[config.mk]
export PLATFORM = sky130hd
export DESIGN_NAME = complementary_attitude_filter_unit_flat
export DESIGN_NICKNAME = d
export VERILOG_FILES = /design/src/hdl/cafu_pkg.sv /design/src/hdl/cafu_in_if.sv /design/src/hdl/cafu_out_if.sv /design/src/hdl/cafu_ctrl.sv /design/src/hdl/cafu_datapath.sv /design/src/hdl/complementary_attitude_filter_unit.sv /design/src/flat_wrapper.sv
export SDC_FILE = /design/constraint.sdc
export NUM_CORES = 2
export LEC_CHECK = 0
export BUFFER_PORTS_ARGS = -buffer_cell sky130_fd_sc_hd__buf_2
export CAP_MARGIN = 25
export CORE_ASPECT_RATIO = 0.9
export CORE_UTILIZATION = 45
export CTS_BUF_LIST = sky130_fd_sc_hd__clkbuf_8 sky130_fd_sc_hd__clkbuf_16
export DETAILED_ROUTE_END_ITERATION = 7
export RECOVER_POWER = 100
export SETUP_SLACK_MARGIN = 0.1
export SYNTH_ARGS = -nofsm -noshare
export SYNTH_HDL_FRONTEND = slang
export SYNTH_SLANG_ARGS = --single-unit
[constraint.sdc]
create_clock -name clk_i -period 18.1 [get_ports clk_i]
set_clock_uncertainty 0.15 [all_clocks]
set_input_delay 1.81 -clock clk_i [delete_from_list [all_inputs] [get_ports clk_i]]
set_output_delay 1.81 -clock clk_i [all_outputs]
set_load 0.02 [all_outputs]
[src/hdl/cafu_pkg.sv]
// Shared types, constants and helper functions of the complementary attitude filter unit.
// Used by the controller, the datapath and the top level.
package cafu_pkg;

  localparam int CORDIC_STEPS    = 16;
  localparam int ANGLE_FRAC_BITS = 8;

  localparam int SAMPLE_W = 16;
  localparam int ANGLE_W  = 24;
  localparam int WEIGHT_W = 17;
  localparam int CNT_W    = 5;
  localparam int XY_W     = 36;
  localparam int Z_W      = 28;
  localparam int ACC_W    = 56;
  localparam int GDT_W    = 33;
  localparam int OPA_W    = 18;
  localparam int OPB_W    = 34;
  localparam int MUL_W    = OPA_W + OPB_W;
  localparam int SQRT_W   = 32;
  localparam int REM_W    = SQRT_W + 3;

  localparam int SQRT_LAST  = SQRT_W - 1;
  localparam int STEP_LAST  = CORDIC_STEPS - 1;
  localparam int ACC16_SHIFT = 4;
  localparam int STORE_SHIFT = 20 - ANGLE_FRAC_BITS;
  localparam int YAW_SHIFT   = 20 - ANGLE_FRAC_BITS;
  localparam int BLEND_SHIFT = 36 - ANGLE_FRAC_BITS;
  localparam int FIRST_SHIFT = 16 - ANGLE_FRAC_BITS;

  localparam longint YAW_HALF   = longint'(1) << (YAW_SHIFT - 1);
  localparam longint BLEND_HALF = longint'(1) << (BLEND_SHIFT - 1);
  localparam longint FIRST_HALF = longint'(1) << (FIRST_SHIFT - 1);
  localparam longint HALF_TURN  = longint'(180) << ANGLE_FRAC_BITS;
  localparam longint DEG16_180  = longint'(180) * 65536;
  localparam longint ANGLE_MAX  = (longint'(1) << (ANGLE_W - 1)) - 1;
  localparam longint ANGLE_MIN  = -(longint'(1) << (ANGLE_W - 1));
  localparam longint WEIGHT_ONE = 65536;
  localparam longint WEIGHT_RST = 64225;

  typedef enum logic [2:0] {
    MUL_NONE,
    MUL_AY2,
    MUL_AZ2,
    MUL_GDT,
    MUL_A_STORE,
    MUL_A_GDT,
    MUL_B_ACC
  } mul_sel_e;

  typedef enum logic [1:0] {
    ACC_HOLD,
    ACC_LOAD,
    ACC_ADD,
    ACC_YAW
  } acc_op_e;

  typedef enum logic [1:0] {
    AXIS_ROLL,
    AXIS_PITCH,
    AXIS_YAW
  } axis_e;

  typedef struct packed {
    logic             load;
    mul_sel_e         mul_sel;
    acc_op_e          acc_op;
    logic             sqrt_init;
    logic             sqrt_step;
    logic             cordic_init;
    logic             cordic_step;
    logic             cordic_save;
    logic [CNT_W-1:0] step;
    axis_e            axis;
    logic             commit;
    logic             first_init;
    logic             publish;
  } cmd_t;

  typedef struct packed {
    logic started;
  } status_t;

  function automatic logic signed [Z_W-1:0] atan_deg16(input logic [CNT_W-1:0] idx);
    case (idx)
      5'd0:    return Z_W'(2949120);
      5'd1:    return Z_W'(1740967);
      5'd2:    return Z_W'(919879);
      5'd3:    return Z_W'(466945);
      5'd4:    return Z_W'(234379);
      5'd5:    return Z_W'(117304);
      5'd6:    return Z_W'(58666);
      5'd7:    return Z_W'(29335);
      5'd8:    return Z_W'(14668);
      5'd9:    return Z_W'(7334);
      5'd10:   return Z_W'(3667);
      5'd11:   return Z_W'(1833);
      5'd12:   return Z_W'(917);
      5'd13:   return Z_W'(458);
      5'd14:   return Z_W'(229);
      5'd15:   return Z_W'(115);
      5'd16:   return Z_W'(57);
      5'd17:   return Z_W'(29);
      5'd18:   return Z_W'(14);
      5'd19:   return Z_W'(7);
      5'd20:   return Z_W'(4);
      5'd21:   return Z_W'(2);
      5'd22:   return Z_W'(1);
      default: return '0;
    endcase
  endfunction

  function automatic logic signed [ANGLE_W-1:0] sat_angle(input logic signed [ACC_W-1:0] v);
    if (v > ACC_W'(ANGLE_MAX)) begin
      return ANGLE_W'(ANGLE_MAX);
    end else if (v < ACC_W'(ANGLE_MIN)) begin
      return ANGLE_W'(ANGLE_MIN);
    end
    return v[ANGLE_W-1:0];
  endfunction

endpackage

[src/hdl/cafu_in_if.sv]
// Input channel of the filter: one accelerometer and gyro sample set with its time step.
// Depends on nothing else.
interface cafu_in_if;
  logic               valid;
  logic               ready;
  logic signed [15:0] accel_x;
  logic signed [15:0] accel_y;
  logic signed [15:0] accel_z;
  logic signed [15:0] gyro_x;
  logic signed [15:0] gyro_y;
  logic signed [15:0] gyro_z;
  logic        [15:0] time_step;

  modport source (
    output valid, accel_x, accel_y, accel_z, gyro_x, gyro_y, gyro_z, time_step,
    input  ready
  );
  modport sink (
    input  valid, accel_x, accel_y, accel_z, gyro_x, gyro_y, gyro_z, time_step,
    output ready
  );
endinterface

[src/hdl/cafu_out_if.sv]
// Output channel of the filter: roll, pitch and yaw angles with the first-sample flag.
// Depends on nothing else.
interface cafu_out_if;
  logic               valid;
  logic               ready;
  logic signed [23:0] roll_angle;
  logic signed [23:0] pitch_angle;
  logic signed [23:0] yaw_angle;
  logic               first_sample;

  modport source (
    output valid, roll_angle, pitch_angle, yaw_angle, first_sample,
    input  ready
  );
  modport sink (
    input  valid, roll_angle, pitch_angle, yaw_angle, first_sample,
    output ready
  );
endinterface

[src/hdl/cafu_ctrl.sv]
// Sequencer of the filter: steps the square root, the CORDIC and the blend per sample.
// Depends on cafu_pkg for the command and status types.
module cafu_ctrl (
  input  logic              clk_i,
  input  logic              rst_ni,
  input  logic              in_valid_i,
  output logic              in_ready_o,
  output logic              out_valid_o,
  input  logic              out_ready_i,
  input  cafu_pkg::status_t status_i,
  output cafu_pkg::cmd_t    cmd_o
);
  import cafu_pkg::*;

  typedef enum logic [4:0] {
    S_IDLE, S_SQ_A, S_SQ_B, S_SQ_C, S_SQRT_INIT, S_SQRT,
    S_COR_INIT, S_COR, S_COR_SAVE, S_FIRST,
    S_BL_GDT, S_BL_AS, S_BL_AG, S_BL_B, S_BL_ADD, S_BL_COMMIT,
    S_YAW_GDT, S_YAW_SUM, S_YAW_COMMIT, S_DONE
  } state_e;

  state_e           state_q;
  logic [CNT_W-1:0] cnt_q;
  axis_e            axis_q;
  logic             out_valid_q;
  logic             publish;

  assign in_ready_o  = (state_q == S_IDLE);
  assign out_valid_o = out_valid_q;
  assign publish     = (state_q == S_DONE) && (!out_valid_q || out_ready_i);

  always_ff @(posedge clk_i or negedge rst_ni) begin
    if (!rst_ni) begin
      state_q     <= S_IDLE;
      cnt_q       <= '0;
      axis_q      <= AXIS_ROLL;
      out_valid_q <= 1'b0;
    end else begin
      if (publish) begin
        out_valid_q <= 1'b1;
      end else if (out_ready_i) begin
        out_valid_q <= 1'b0;
      end
      case (state_q)
        S_IDLE: begin
          if (in_valid_i) begin
            state_q <= S_SQ_A;
          end
        end
        S_SQ_A:      state_q <= S_SQ_B;
        S_SQ_B:      state_q <= S_SQ_C;
        S_SQ_C:      state_q <= S_SQRT_INIT;
        S_SQRT_INIT: begin
          cnt_q   <= '0;
          state_q <= S_SQRT;
        end
        S_SQRT: begin
          cnt_q <= cnt_q + 1'b1;
          if (cnt_q == CNT_W'(SQRT_LAST)) begin
            axis_q  <= AXIS_ROLL;
            state_q <= S_COR_INIT;
          end
        end
        S_COR_INIT: begin
          cnt_q   <= '0;
          state_q <= S_COR;
        end
        S_COR: begin
          cnt_q <= cnt_q + 1'b1;
          if (cnt_q == CNT_W'(STEP_LAST)) begin
            state_q <= S_COR_SAVE;
          end
        end
        S_COR_SAVE: begin
          if (axis_q == AXIS_ROLL) begin
            axis_q  <= AXIS_PITCH;
            state_q <= S_COR_INIT;
          end else if (status_i.started) begin
            axis_q  <= AXIS_ROLL;
            state_q <= S_BL_GDT;
          end else begin
            state_q <= S_FIRST;
          end
        end
        S_FIRST:  state_q <= S_DONE;
        S_BL_GDT: state_q <= S_BL_AS;
        S_BL_AS:  state_q <= S_BL_AG;
        S_BL_AG:  state_q <= S_BL_B;
        S_BL_B:   state_q <= S_BL_ADD;
        S_BL_ADD: state_q <= S_BL_COMMIT;
        S_BL_COMMIT: begin
          if (axis_q == AXIS_ROLL) begin
            axis_q  <= AXIS_PITCH;
            state_q <= S_BL_GDT;
          end else begin
            axis_q  <= AXIS_YAW;
            state_q <= S_YAW_GDT;
          end
        end
        S_YAW_GDT:    state_q <= S_YAW_SUM;
        S_YAW_SUM:    state_q <= S_YAW_COMMIT;
        S_YAW_COMMIT: state_q <= S_DONE;
        S_DONE: begin
          if (publish) begin
            state_q <= S_IDLE;
          end
        end
        default: state_q <= S_IDLE;
      endcase
    end
  end

  always_comb begin
    cmd_o         = '0;
    cmd_o.mul_sel = MUL_NONE;
    cmd_o.acc_op  = ACC_HOLD;
    cmd_o.step    = cnt_q;
    cmd_o.axis    = axis_q;
    cmd_o.publish = publish;
    case (state_q)
      S_IDLE:       cmd_o.load = in_valid_i;
      S_SQ_A:       cmd_o.mul_sel = MUL_AY2;
      S_SQ_B: begin
        cmd_o.mul_sel = MUL_AZ2;
        cmd_o.acc_op  = ACC_LOAD;
      end
      S_SQ_C:       cmd_o.acc_op = ACC_ADD;
      S_SQRT_INIT:  cmd_o.sqrt_init = 1'b1;
      S_SQRT:       cmd_o.sqrt_step = 1'b1;
      S_COR_INIT:   cmd_o.cordic_init = 1'b1;
      S_COR:        cmd_o.cordic_step = 1'b1;
      S_COR_SAVE:   cmd_o.cordic_save = 1'b1;
      S_FIRST:      cmd_o.first_init = 1'b1;
      S_BL_GDT:     cmd_o.mul_sel = MUL_GDT;
      S_BL_AS:      cmd_o.mul_sel = MUL_A_STORE;
      S_BL_AG: begin
        cmd_o.mul_sel = MUL_A_GDT;
        cmd_o.acc_op  = ACC_LOAD;
      end
      S_BL_B: begin
        cmd_o.mul_sel = MUL_B_ACC;
        cmd_o.acc_op  = ACC_ADD;
      end
      S_BL_ADD:     cmd_o.acc_op = ACC_ADD;
      S_BL_COMMIT:  cmd_o.commit = 1'b1;
      S_YAW_GDT:    cmd_o.mul_sel = MUL_GDT;
      S_YAW_SUM:    cmd_o.acc_op = ACC_YAW;
      S_YAW_COMMIT: cmd_o.commit = 1'b1;
      default:      cmd_o.load = 1'b0;
    endcase
  end

endmodule

[src/hdl/cafu_datapath.sv]
// Datapath of the filter: sample registers, square root, shared CORDIC, one multiplier,
// accumulator, angle state and result registers. Depends on cafu_pkg.
module cafu_datapath (
  input  logic                                 clk_i,
  input  logic                                 rst_ni,
  input  cafu_pkg::cmd_t                       cmd_i,
  output cafu_pkg::status_t                    status_o,
  input  logic                                 weight_we_i,
  input  logic        [cafu_pkg::WEIGHT_W-1:0] weight_i,
  input  logic signed [cafu_pkg::SAMPLE_W-1:0] accel_x_i,
  input  logic signed [cafu_pkg::SAMPLE_W-1:0] accel_y_i,
  input  logic signed [cafu_pkg::SAMPLE_W-1:0] accel_z_i,
  input  logic signed [cafu_pkg::SAMPLE_W-1:0] gyro_x_i,
  input  logic signed [cafu_pkg::SAMPLE_W-1:0] gyro_y_i,
  input  logic signed [cafu_pkg::SAMPLE_W-1:0] gyro_z_i,
  input  logic        [cafu_pkg::SAMPLE_W-1:0] time_step_i,
  output logic signed [cafu_pkg::ANGLE_W-1:0]  roll_o,
  output logic signed [cafu_pkg::ANGLE_W-1:0]  pitch_o,
  output logic signed [cafu_pkg::ANGLE_W-1:0]  yaw_o,
  output logic                                 first_o
);
  import cafu_pkg::*;

  logic        [WEIGHT_W-1:0] weight_q;
  logic                       started_q;
  logic                       first_q;
  logic signed [SAMPLE_W-1:0] ax_q, ay_q, az_q, gx_q, gy_q, gz_q;
  logic        [SAMPLE_W-1:0] dt_q;
  logic signed [ACC_W-1:0]    prod_q, acc_q;
  logic signed [GDT_W-1:0]    gdt_q;
  logic        [SQRT_W-1:0]   n_q, root_q;
  logic        [REM_W-1:0]    rem_q;
  logic signed [XY_W-1:0]     x_q, y_q;
  logic signed [Z_W-1:0]      z_q, roll16_q, pitch16_q;
  logic                       zero_q;
  logic signed [ANGLE_W-1:0]  roll_q, pitch_q, yaw_q;
  logic signed [ANGLE_W-1:0]  out_roll_q, out_pitch_q, out_yaw_q;
  logic                       out_first_q;

  logic        [WEIGHT_W-1:0] a_w, b_w;
  logic signed [SAMPLE_W-1:0] g_sel;
  logic signed [ANGLE_W-1:0]  store_sel;
  logic signed [Z_W-1:0]      ang_sel;
  logic signed [OPA_W-1:0]    op_a;
  logic signed [OPB_W-1:0]    op_b;
  logic signed [MUL_W-1:0]    mul_p;
  logic signed [ACC_W-1:0]    prod_d;
  logic        [REM_W-1:0]    rem_t, trial;
  logic signed [XY_W-1:0]     x0, y0, dx, dy;
  logic signed [ACC_W-1:0]    blend_rnd, yaw_rnd, yaw_wrap, roll_first, pitch_first;

  assign status_o.started = started_q;
  assign roll_o  = out_roll_q;
  assign pitch_o = out_pitch_q;
  assign yaw_o   = out_yaw_q;
  assign first_o = out_first_q;

  assign a_w = (weight_q > WEIGHT_W'(WEIGHT_ONE)) ? WEIGHT_W'(WEIGHT_ONE) : weight_q;
  assign b_w = WEIGHT_W'(WEIGHT_ONE) - a_w;

  always_comb begin
    case (cmd_i.axis)
      AXIS_ROLL: begin
        g_sel     = gx_q;
        store_sel = roll_q;
        ang_sel   = roll16_q;
      end
      AXIS_PITCH: begin
        g_sel     = gy_q;
        store_sel = pitch_q;
        ang_sel   = pitch16_q;
      end
      default: begin
        g_sel     = gz_q;
        store_sel = yaw_q;
        ang_sel   = roll16_q;
      end
    endcase
  end

  always_comb begin
    op_a = '0;
    op_b = '0;
    case (cmd_i.mul_sel)
      MUL_AY2: begin
        op_a = OPA_W'(ay_q);
        op_b = OPB_W'(ay_q);
      end
      MUL_AZ2: begin
        op_a = OPA_W'(az_q);
        op_b = OPB_W'(az_q);
      end
      MUL_GDT: begin
        op_a = OPA_W'(g_sel);
        op_b = OPB_W'($signed({1'b0, dt_q}));
      end
      MUL_A_STORE: begin
        op_a = OPA_W'($signed({1'b0, a_w}));
        op_b = OPB_W'(store_sel);
      end
      MUL_A_GDT: begin
        op_a = OPA_W'($signed({1'b0, a_w}));
        op_b = OPB_W'(gdt_q);
      end
      MUL_B_ACC: begin
        op_a = OPA_W'($signed({1'b0, b_w}));
        op_b = OPB_W'(ang_sel);
      end
      default: begin
        op_a = '0;
        op_b = '0;
      end
    endcase
  end

  assign mul_p = op_a * op_b;

  always_comb begin
    case (cmd_i.mul_sel)
      MUL_A_STORE: prod_d = ACC_W'(mul_p) <<< STORE_SHIFT;
      MUL_B_ACC:   prod_d = ACC_W'(mul_p) <<< ACC16_SHIFT;
      default:     prod_d = ACC_W'(mul_p);
    endcase
  end

  assign rem_t = {rem_q[REM_W-3:0], n_q[SQRT_W-1 -: 2]};
  assign trial = {1'b0, root_q, 2'b01};

  always_comb begin
    if (cmd_i.axis == AXIS_ROLL) begin
      y0 = XY_W'(ay_q) <<< 16;
      x0 = XY_W'(az_q) <<< 16;
    end else begin
      y0 = -(XY_W'(ax_q) <<< 16);
      x0 = XY_W'($signed({1'b0, root_q}));
    end
  end

  assign dx = y_q >>> cmd_i.step;
  assign dy = x_q >>> cmd_i.step;

  assign blend_rnd   = (acc_q + ACC_W'(BLEND_HALF)) >>> BLEND_SHIFT;
  assign yaw_rnd     = (acc_q + ACC_W'(YAW_HALF)) >>> YAW_SHIFT;
  assign roll_first  = (ACC_W'(roll16_q) + ACC_W'(FIRST_HALF)) >>> FIRST_SHIFT;
  assign pitch_first = (ACC_W'(pitch16_q) + ACC_W'(FIRST_HALF)) >>> FIRST_SHIFT;

  always_comb begin
    if (yaw_rnd > ACC_W'(HALF_TURN)) begin
      yaw_wrap = yaw_rnd - ACC_W'(2 * HALF_TURN);
    end else if (yaw_rnd < -ACC_W'(HALF_TURN)) begin
      yaw_wrap = yaw_rnd + ACC_W'(2 * HALF_TURN);
    end else begin
      yaw_wrap = yaw_rnd;
    end
  end

  always_ff @(posedge clk_i or negedge rst_ni) begin
    if (!rst_ni) begin
      weight_q    <= WEIGHT_W'(WEIGHT_RST);
      started_q   <= 1'b0;
      first_q     <= 1'b0;
      roll_q      <= '0;
      pitch_q     <= '0;
      yaw_q       <= '0;
    end else begin
      if (weight_we_i) begin
        weight_q <= weight_i;
      end
      if (cmd_i.first_init) begin
        roll_q    <= sat_angle(roll_first);
        pitch_q   <= sat_angle(pitch_first);
        yaw_q     <= '0;
        started_q <= 1'b1;
        first_q   <= 1'b1;
      end
      if (cmd_i.commit) begin
        case (cmd_i.axis)
          AXIS_ROLL: begin
            roll_q  <= sat_angle(blend_rnd);
            first_q <= 1'b0;
          end
          AXIS_PITCH: pitch_q <= sat_angle(blend_rnd);
          default:    yaw_q   <= sat_angle(yaw_wrap);
        endcase
      end
    end
  end

  always_ff @(posedge clk_i) begin
    if (cmd_i.load) begin
      ax_q <= accel_x_i;
      ay_q <= accel_y_i;
      az_q <= accel_z_i;
      gx_q <= gyro_x_i;
      gy_q <= gyro_y_i;
      gz_q <= gyro_z_i;
      dt_q <= time_step_i;
    end
    if (cmd_i.mul_sel == MUL_GDT) begin
      gdt_q <= GDT_W'(mul_p);
    end else begin
      prod_q <= prod_d;
    end
    case (cmd_i.acc_op)
      ACC_LOAD: acc_q <= prod_q;
      ACC_ADD:  acc_q <= acc_q + prod_q;
      ACC_YAW:  acc_q <= ACC_W'(gdt_q) + (ACC_W'(yaw_q) <<< STORE_SHIFT);
      default:  acc_q <= acc_q;
    endcase
    if (cmd_i.sqrt_init) begin
      n_q    <= acc_q[SQRT_W-1:0];
      rem_q  <= '0;
      root_q <= '0;
    end else if (cmd_i.sqrt_step) begin
      n_q <= {n_q[SQRT_W-3:0], 2'b00};
      if (rem_t >= trial) begin
        rem_q  <= rem_t - trial;
        root_q <= {root_q[SQRT_W-2:0], 1'b1};
      end else begin
        rem_q  <= rem_t;
        root_q <= {root_q[SQRT_W-2:0], 1'b0};
      end
    end
    if (cmd_i.cordic_init) begin
      zero_q <= (x0 == '0) && (y0 == '0);
      if (x0 < 0) begin
        z_q <= (y0 >= 0) ? Z_W'(DEG16_180) : -Z_W'(DEG16_180);
        x_q <= -x0;
        y_q <= -y0;
      end else begin
        z_q <= '0;
        x_q <= x0;
        y_q <= y0;
      end
    end else if (cmd_i.cordic_step) begin
      if (y_q > 0) begin
        x_q <= x_q + dx;
        y_q <= y_q - dy;
        z_q <= z_q + atan_deg16(cmd_i.step);
      end else begin
        x_q <= x_q - dx;
        y_q <= y_q + dy;
        z_q <= z_q - atan_deg16(cmd_i.step);
      end
    end
    if (cmd_i.cordic_save) begin
      if (cmd_i.axis == AXIS_ROLL) begin
        roll16_q <= zero_q ? '0 : z_q;
      end else begin
        pitch16_q <= zero_q ? '0 : z_q;
      end
    end
    if (cmd_i.publish) begin
      out_roll_q  <= roll_q;
      out_pitch_q <= pitch_q;
      out_yaw_q   <= yaw_q;
      out_first_q <= first_q;
    end
  end

endmodule

[src/hdl/complementary_attitude_filter_unit.sv]
// Complementary attitude filter unit: one sample in, one roll/pitch/yaw result out.
// From the input transfer to the result it runs a 32-step square root, two 16-step passes of one
// shared CORDIC, a blend per axis and the yaw update; the first sample skips both and only initializes.
// One sample at a time; a new sample is taken while a result waits.
// Reset clears the angles and the started flag and loads the blend weight with 64225.
// Depends on cafu_pkg, cafu_in_if, cafu_out_if, cafu_ctrl and cafu_datapath.
module complementary_attitude_filter_unit (
  input  logic                                 clk_i,
  input  logic                                 rst_ni,
  cafu_in_if.sink                              sample_i,
  cafu_out_if.source                           attitude_o,
  input  logic                                 blend_weight_we_i,
  input  logic        [cafu_pkg::WEIGHT_W-1:0] blend_weight_i
);
  import cafu_pkg::*;

  cmd_t    cmd;
  status_t status;

  cafu_ctrl u_ctrl (
    .clk_i       (clk_i),
    .rst_ni      (rst_ni),
    .in_valid_i  (sample_i.valid),
    .in_ready_o  (sample_i.ready),
    .out_valid_o (attitude_o.valid),
    .out_ready_i (attitude_o.ready),
    .status_i    (status),
    .cmd_o       (cmd)
  );

  cafu_datapath u_datapath (
    .clk_i       (clk_i),
    .rst_ni      (rst_ni),
    .cmd_i       (cmd),
    .status_o    (status),
    .weight_we_i (blend_weight_we_i),
    .weight_i    (blend_weight_i),
    .accel_x_i   (sample_i.accel_x),
    .accel_y_i   (sample_i.accel_y),
    .accel_z_i   (sample_i.accel_z),
    .gyro_x_i    (sample_i.gyro_x),
    .gyro_y_i    (sample_i.gyro_y),
    .gyro_z_i    (sample_i.gyro_z),
    .time_step_i (sample_i.time_step),
    .roll_o      (attitude_o.roll_angle),
    .pitch_o     (attitude_o.pitch_angle),
    .yaw_o       (attitude_o.yaw_angle),
    .first_o     (attitude_o.first_sample)
  );

`ifndef SYNTHESIS
  // A sample transfer always starts a busy period.
  assert property (@(posedge clk_i) disable iff (!rst_ni)
    sample_i.valid && sample_i.ready |=> !sample_i.ready)
    else $error("input taken again right after a transfer");

  // The first sample only initializes, so its yaw is zero.
  assert property (@(posedge clk_i) disable iff (!rst_ni)
    attitude_o.valid && attitude_o.first_sample |-> attitude_o.yaw_angle == '0)
    else $error("first sample result with nonzero yaw");

  // A new result only appears at the end of a busy period.
  assert property (@(posedge clk_i) disable iff (!rst_ni)
    $rose(attitude_o.valid) |-> $past(!sample_i.ready))
    else $error("result published while idle");
`endif

endmodule

[src/flat_wrapper.sv]
// flat-port wrapper written by rule: the top's interface ports become plain ports
module complementary_attitude_filter_unit_flat import cafu_pkg::*;
  (clk_i, rst_ni, blend_weight_we_i, blend_weight_i, sample_i_valid, sample_i_accel_x, sample_i_accel_y, sample_i_accel_z, sample_i_gyro_x, sample_i_gyro_y, sample_i_gyro_z, sample_i_time_step, sample_i_ready, attitude_o_valid, attitude_o_roll_angle, attitude_o_pitch_angle, attitude_o_yaw_angle, attitude_o_first_sample, attitude_o_ready);
  cafu_in_if sample_i_i ();
  cafu_out_if attitude_o_i ();
  input  logic clk_i;
  input  logic rst_ni;
  input  logic blend_weight_we_i;
  input  logic        [cafu_pkg::WEIGHT_W-1:0] blend_weight_i;
  input wire logic [$bits(sample_i_i.valid)-1:0] sample_i_valid;
  input wire logic [$bits(sample_i_i.accel_x)-1:0] sample_i_accel_x;
  input wire logic [$bits(sample_i_i.accel_y)-1:0] sample_i_accel_y;
  input wire logic [$bits(sample_i_i.accel_z)-1:0] sample_i_accel_z;
  input wire logic [$bits(sample_i_i.gyro_x)-1:0] sample_i_gyro_x;
  input wire logic [$bits(sample_i_i.gyro_y)-1:0] sample_i_gyro_y;
  input wire logic [$bits(sample_i_i.gyro_z)-1:0] sample_i_gyro_z;
  input wire logic [$bits(sample_i_i.time_step)-1:0] sample_i_time_step;
  output wire logic [$bits(sample_i_i.ready)-1:0] sample_i_ready;
  output wire logic [$bits(attitude_o_i.valid)-1:0] attitude_o_valid;
  output wire logic [$bits(attitude_o_i.roll_angle)-1:0] attitude_o_roll_angle;
  output wire logic [$bits(attitude_o_i.pitch_angle)-1:0] attitude_o_pitch_angle;
  output wire logic [$bits(attitude_o_i.yaw_angle)-1:0] attitude_o_yaw_angle;
  output wire logic [$bits(attitude_o_i.first_sample)-1:0] attitude_o_first_sample;
  input wire logic [$bits(attitude_o_i.ready)-1:0] attitude_o_ready;
  assign sample_i_i.valid = sample_i_valid;
  assign sample_i_i.accel_x = sample_i_accel_x;
  assign sample_i_i.accel_y = sample_i_accel_y;
  assign sample_i_i.accel_z = sample_i_accel_z;
  assign sample_i_i.gyro_x = sample_i_gyro_x;
  assign sample_i_i.gyro_y = sample_i_gyro_y;
  assign sample_i_i.gyro_z = sample_i_gyro_z;
  assign sample_i_i.time_step = sample_i_time_step;
  assign sample_i_ready = sample_i_i.ready;
  assign attitude_o_valid = attitude_o_i.valid;
  assign attitude_o_roll_angle = attitude_o_i.roll_angle;
  assign attitude_o_pitch_angle = attitude_o_i.pitch_angle;
  assign attitude_o_yaw_angle = attitude_o_i.yaw_angle;
  assign attitude_o_first_sample = attitude_o_i.first_sample;
  assign attitude_o_i.ready = attitude_o_ready;
  complementary_attitude_filter_unit u_core (.clk_i(clk_i), .rst_ni(rst_ni), .sample_i(sample_i_i), .attitude_o(attitude_o_i), .blend_weight_we_i(blend_weight_we_i), .blend_weight_i(blend_weight_i));
endmodule
==> impl_results.md <==
- H-tree level count: 3
- CTS tree: built
- Num rows: roughly 140
- CP Capture Type: flip-flop
- Setup Crit Path Kind: flip-flop to flip-flop
- Post-route antenna net violation count: 0
- Final critical-path share of the clock period: 78.4%
- YS warnings: 0
- Post-Syn Nets: 8836
- HPWL Detailed: 191000 µm
- Prevailing post-synth register cell: edfxtp_1
- Yosys cell types: 107
- Post-synth ARST share: 15.1%
- Wire per inst: 24.8 µm
- PostCTS Resize Cnt: 0
- Root buf cell: clkbuf_16
- First-pass GRT wire length: around 370000 µm
- Largest net degree at the start of global routing: 85
- CP max FO: 84
- #FFs+latches synth: 688
- Die width: between 400 and 500 µm
- Most common cell on crit path: fa_1
- Initial Utilization: between 40% and 50%
- Commonest cells after routing, fill and taps aside: 1054 x nand2_1, 870 x inv_1, 580 x fa_1
- Layout net count: 8865
- Syn Std Cell Area: about 70000 µm²
- CP peak stage delay: 2.53 ns
- Gr ovfl total: 0
- Setup violations, final: 0
- Max Clk Rate: between 0.07 and 0.08 GHz
- WP data arrival: 14.46 ns
- CP Data Required Time: around 18 ns
- Sequential element share of the synthesized area: ~28%
- Type of origin of the critical path: flip-flop
- Fin. Hold Viols: 0
- Worst-Skew Late Latency: about 0.73 ns
- Leading cell type in the layout, fill and taps excluded: nand2_1
- Mapped Avg Cell Area: 9.09 µm²
- Setup TNS: 0 ns
- Layout cell share with drive strength beyond 1: under 10%
- Max cap viols: 27
- CTS Buf Count: 84
- Final worst path period need: 14.18 ns
- DIE AREA: 158000 µm²
- Residual DRC: 0
- Number of primary I/O pins: 209
- CTS Hold Bufs: 0
- Worst Hold Class: flip-flop to flip-flop
- Die Span Y: ~380 µm
- Post-CTS Setup Inserts: 0
- Vias per cell: 6.01
- GPL Wtd Cong: 0.994
- Pins over their slew limit: between 1000 and 1500
- Cells after Synth: ~7800
- Fillers: 14900
- Number of synthesized flops with an enable pin: 519
- GRT Overall Usage: 31.0%
- Failing checks: max-capacitance violations, max-slew violations
- Slew @ Worst Pin: 4.39 ns
- Critical-path top delay cell: clkbuf_1
- Routed WL: approximately 250000 µm
- Vias: 59800
- Initial antenna violation count: 11
- Outcome: finished with violations
- Area growth syn-to-layout: 8.31%
- Rel. slew slack: -193%
- RSZ-0062 raised after global routing: false
- DRT Pass-1 Iters: 6
- 1st-iter DRT viols: 5920
- Clk sink count: 688
- Clk slew on worst S/H paths: 0.06 ns
- Vias in the first global route: 57700
- Core ar.: ~160000 µm²
- Port bufs: roughly 210
- Maximum clock insertion buffer count: 3
[area by class of cell]
type / count / area [µm²] / area share, %
timing repair buffer: 325 / 1700 / 2.23
sequential: 688 / 19500 / 25.5
clock inverter: 64 / 743 / 0.972
clock buffer: 93 / 2240 / 2.93
inverter: 863 / 3240 / 4.24
antenna: 1 / 2.50 / 0.00327
multi-input combinational: 5834 / 46400 / 60.7
tap: 2085 / 2610 / 3.41
[per-layer routing]
| metal | up-vias | track usage (%) | part of all wire, % |
|---|---|---|---|
| li1 | 26900 | - | - |
| met1 | 29800 | 41.5 | 41 |
| met2 | 2550 | 48.6 | 45 |
| met3 | 539 | 5.59 | 8.1 |
| met4 | 10 | 14.1 | 5.3 |
| met5 | - | 0 | 0.029 |
[critical path: cells and delay by family, from the launching register on]
family	cells	cell delay, ns
AO/OA/AOI/OAI	11	3.65
XOR/XNOR	1	0.20
adder cells (fa/ha/maj)	7	3.43
buffers and inverters	8	3.97
flip-flops	1	0.34
AND/OR/NAND/NOR	7	2.05
[flip-flops by register name, summed over array words and instances (netlist names), 17 cells and up]
register,flops
u_core.u_datapath.roll_q,24
u_core.u_datapath.y_q,36
u_core.u_datapath.x_q,36
u_core.u_datapath.yaw_o,24
u_core.u_datapath.yaw_q,24
u_core.u_datapath.pitch_q,24
u_core.u_datapath.z_q,28
u_core.u_datapath.gdt_q,33
u_core.u_datapath.pitch_o,24
u_core.u_datapath.root_q,32
u_core.u_datapath.acc_q,56
u_core.u_datapath.n_q,32
u_core.u_datapath.roll_o,24
u_core.u_datapath.pitch16_q,28
u_core.u_datapath.rem_q,33
u_core.u_datapath.roll16_q,28
u_core.u_datapath.weight_q,17
u_core.u_datapath.prod_q,56
[cell families after synthesis]
family                   after synthesis  share of synthesized area (%)
AND/OR/NAND/NOR                     2469                           16.1
adder cells (fa/ha/maj)              935                           22.7
XOR/XNOR                             472                           5.89
flip-flops                           688                           27.6
AO/OA/AOI/OAI                       1686                           15.1
multiplexers                         272                           5.65
buffers and inverters               1245                           6.83
[per-stage QoR]
step	area, µm²	utilization (%)	hold WS [ns]	std cells	setup WS (ns)
after floorplan	70600	-	0.276	7767	8.31
after global placement	73700	47.5	0.283	9790	6.64
after detailed placement	73700	47.5	0.297	9794	6.39
after CTS	76700	49.4	0.311	9951	6.38
after global routing	76400	49.2	0.327	9952	3.04
final	76400	49.2	0.310	9953	3.92
[synth_stat cells, types with 19 or more instances]
| master | number | share of area, % |
|---|---|---|
| a211o_1 | 19 | 0.24 |
| a211oi_1 | 51 | 0.54 |
| a21o_1 | 137 | 1.5 |
| a21oi_1 | 480 | 3.4 |
| a22o_1 | 27 | 0.34 |
| a22oi_1 | 66 | 0.70 |
| a31oi_1 | 52 | 0.46 |
| and2_1 | 82 | 0.73 |
| and3_1 | 64 | 0.57 |
| buf_1 | 33 | 0.18 |
| buf_2 | 32 | 0.23 |
| clkbuf_1 | 298 | 1.6 |
| dfrtp_1 | 94 | 3.3 |
| dfxtp_1 | 65 | 1.8 |
| edfxtp_1 | 519 | 22 |
| fa_1 | 580 | 16 |
| ha_1 | 355 | 6.3 |
| inv_1 | 861 | 4.6 |
| mux2_2 | 40 | 0.64 |
| mux2i_1 | 134 | 1.9 |
| mux4_2 | 95 | 3.0 |
| nand2_1 | 1057 | 5.6 |
| nand2b_1 | 64 | 0.57 |
| nand3_1 | 147 | 1.0 |
| nand4_1 | 49 | 0.43 |
| nor2_1 | 560 | 3.0 |
| nor2b_1 | 113 | 1.0 |
| nor3_1 | 112 | 0.79 |
| nor4_1 | 53 | 0.47 |
| o211ai_1 | 61 | 0.65 |
| o21a_1 | 51 | 0.54 |
| o21ai_0 | 419 | 3.0 |
| o21bai_1 | 36 | 0.38 |
| o22ai_1 | 52 | 0.46 |
| o31ai_1 | 32 | 0.34 |
| or2_2 | 19 | 0.17 |
| or3_1 | 42 | 0.37 |
| xnor2_1 | 267 | 3.3 |
| xor2_1 | 204 | 2.5 |
[final timing paths]
check / start / end / slack, ns / cells past startpoint
max in group asynchronous: rst_ni / u_core.u_ctrl.cnt_q[1] / 10.95 / 2
hold / removal: u_core.u_datapath.first_q / u_core.u_datapath.first_o / 0.31 / 0
setup / recovery: u_core.u_ctrl.state_q[1] / u_core.u_datapath.prod_q[53] / 3.92 / 34
hold reg to reg: u_core.u_datapath.first_q / u_core.u_datapath.first_o / 0.31 / 0
setup reg to reg: u_core.u_ctrl.state_q[1] / u_core.u_datapath.prod_q[53] / 3.92 / 34
min in group asynchronous: rst_ni / u_core.u_datapath.roll_q[15] / 2.01 / 1
Power is left out: the tool's default activity adds up to more than one toggle a clock period on the data nets, which glitch-free logic cannot reach.
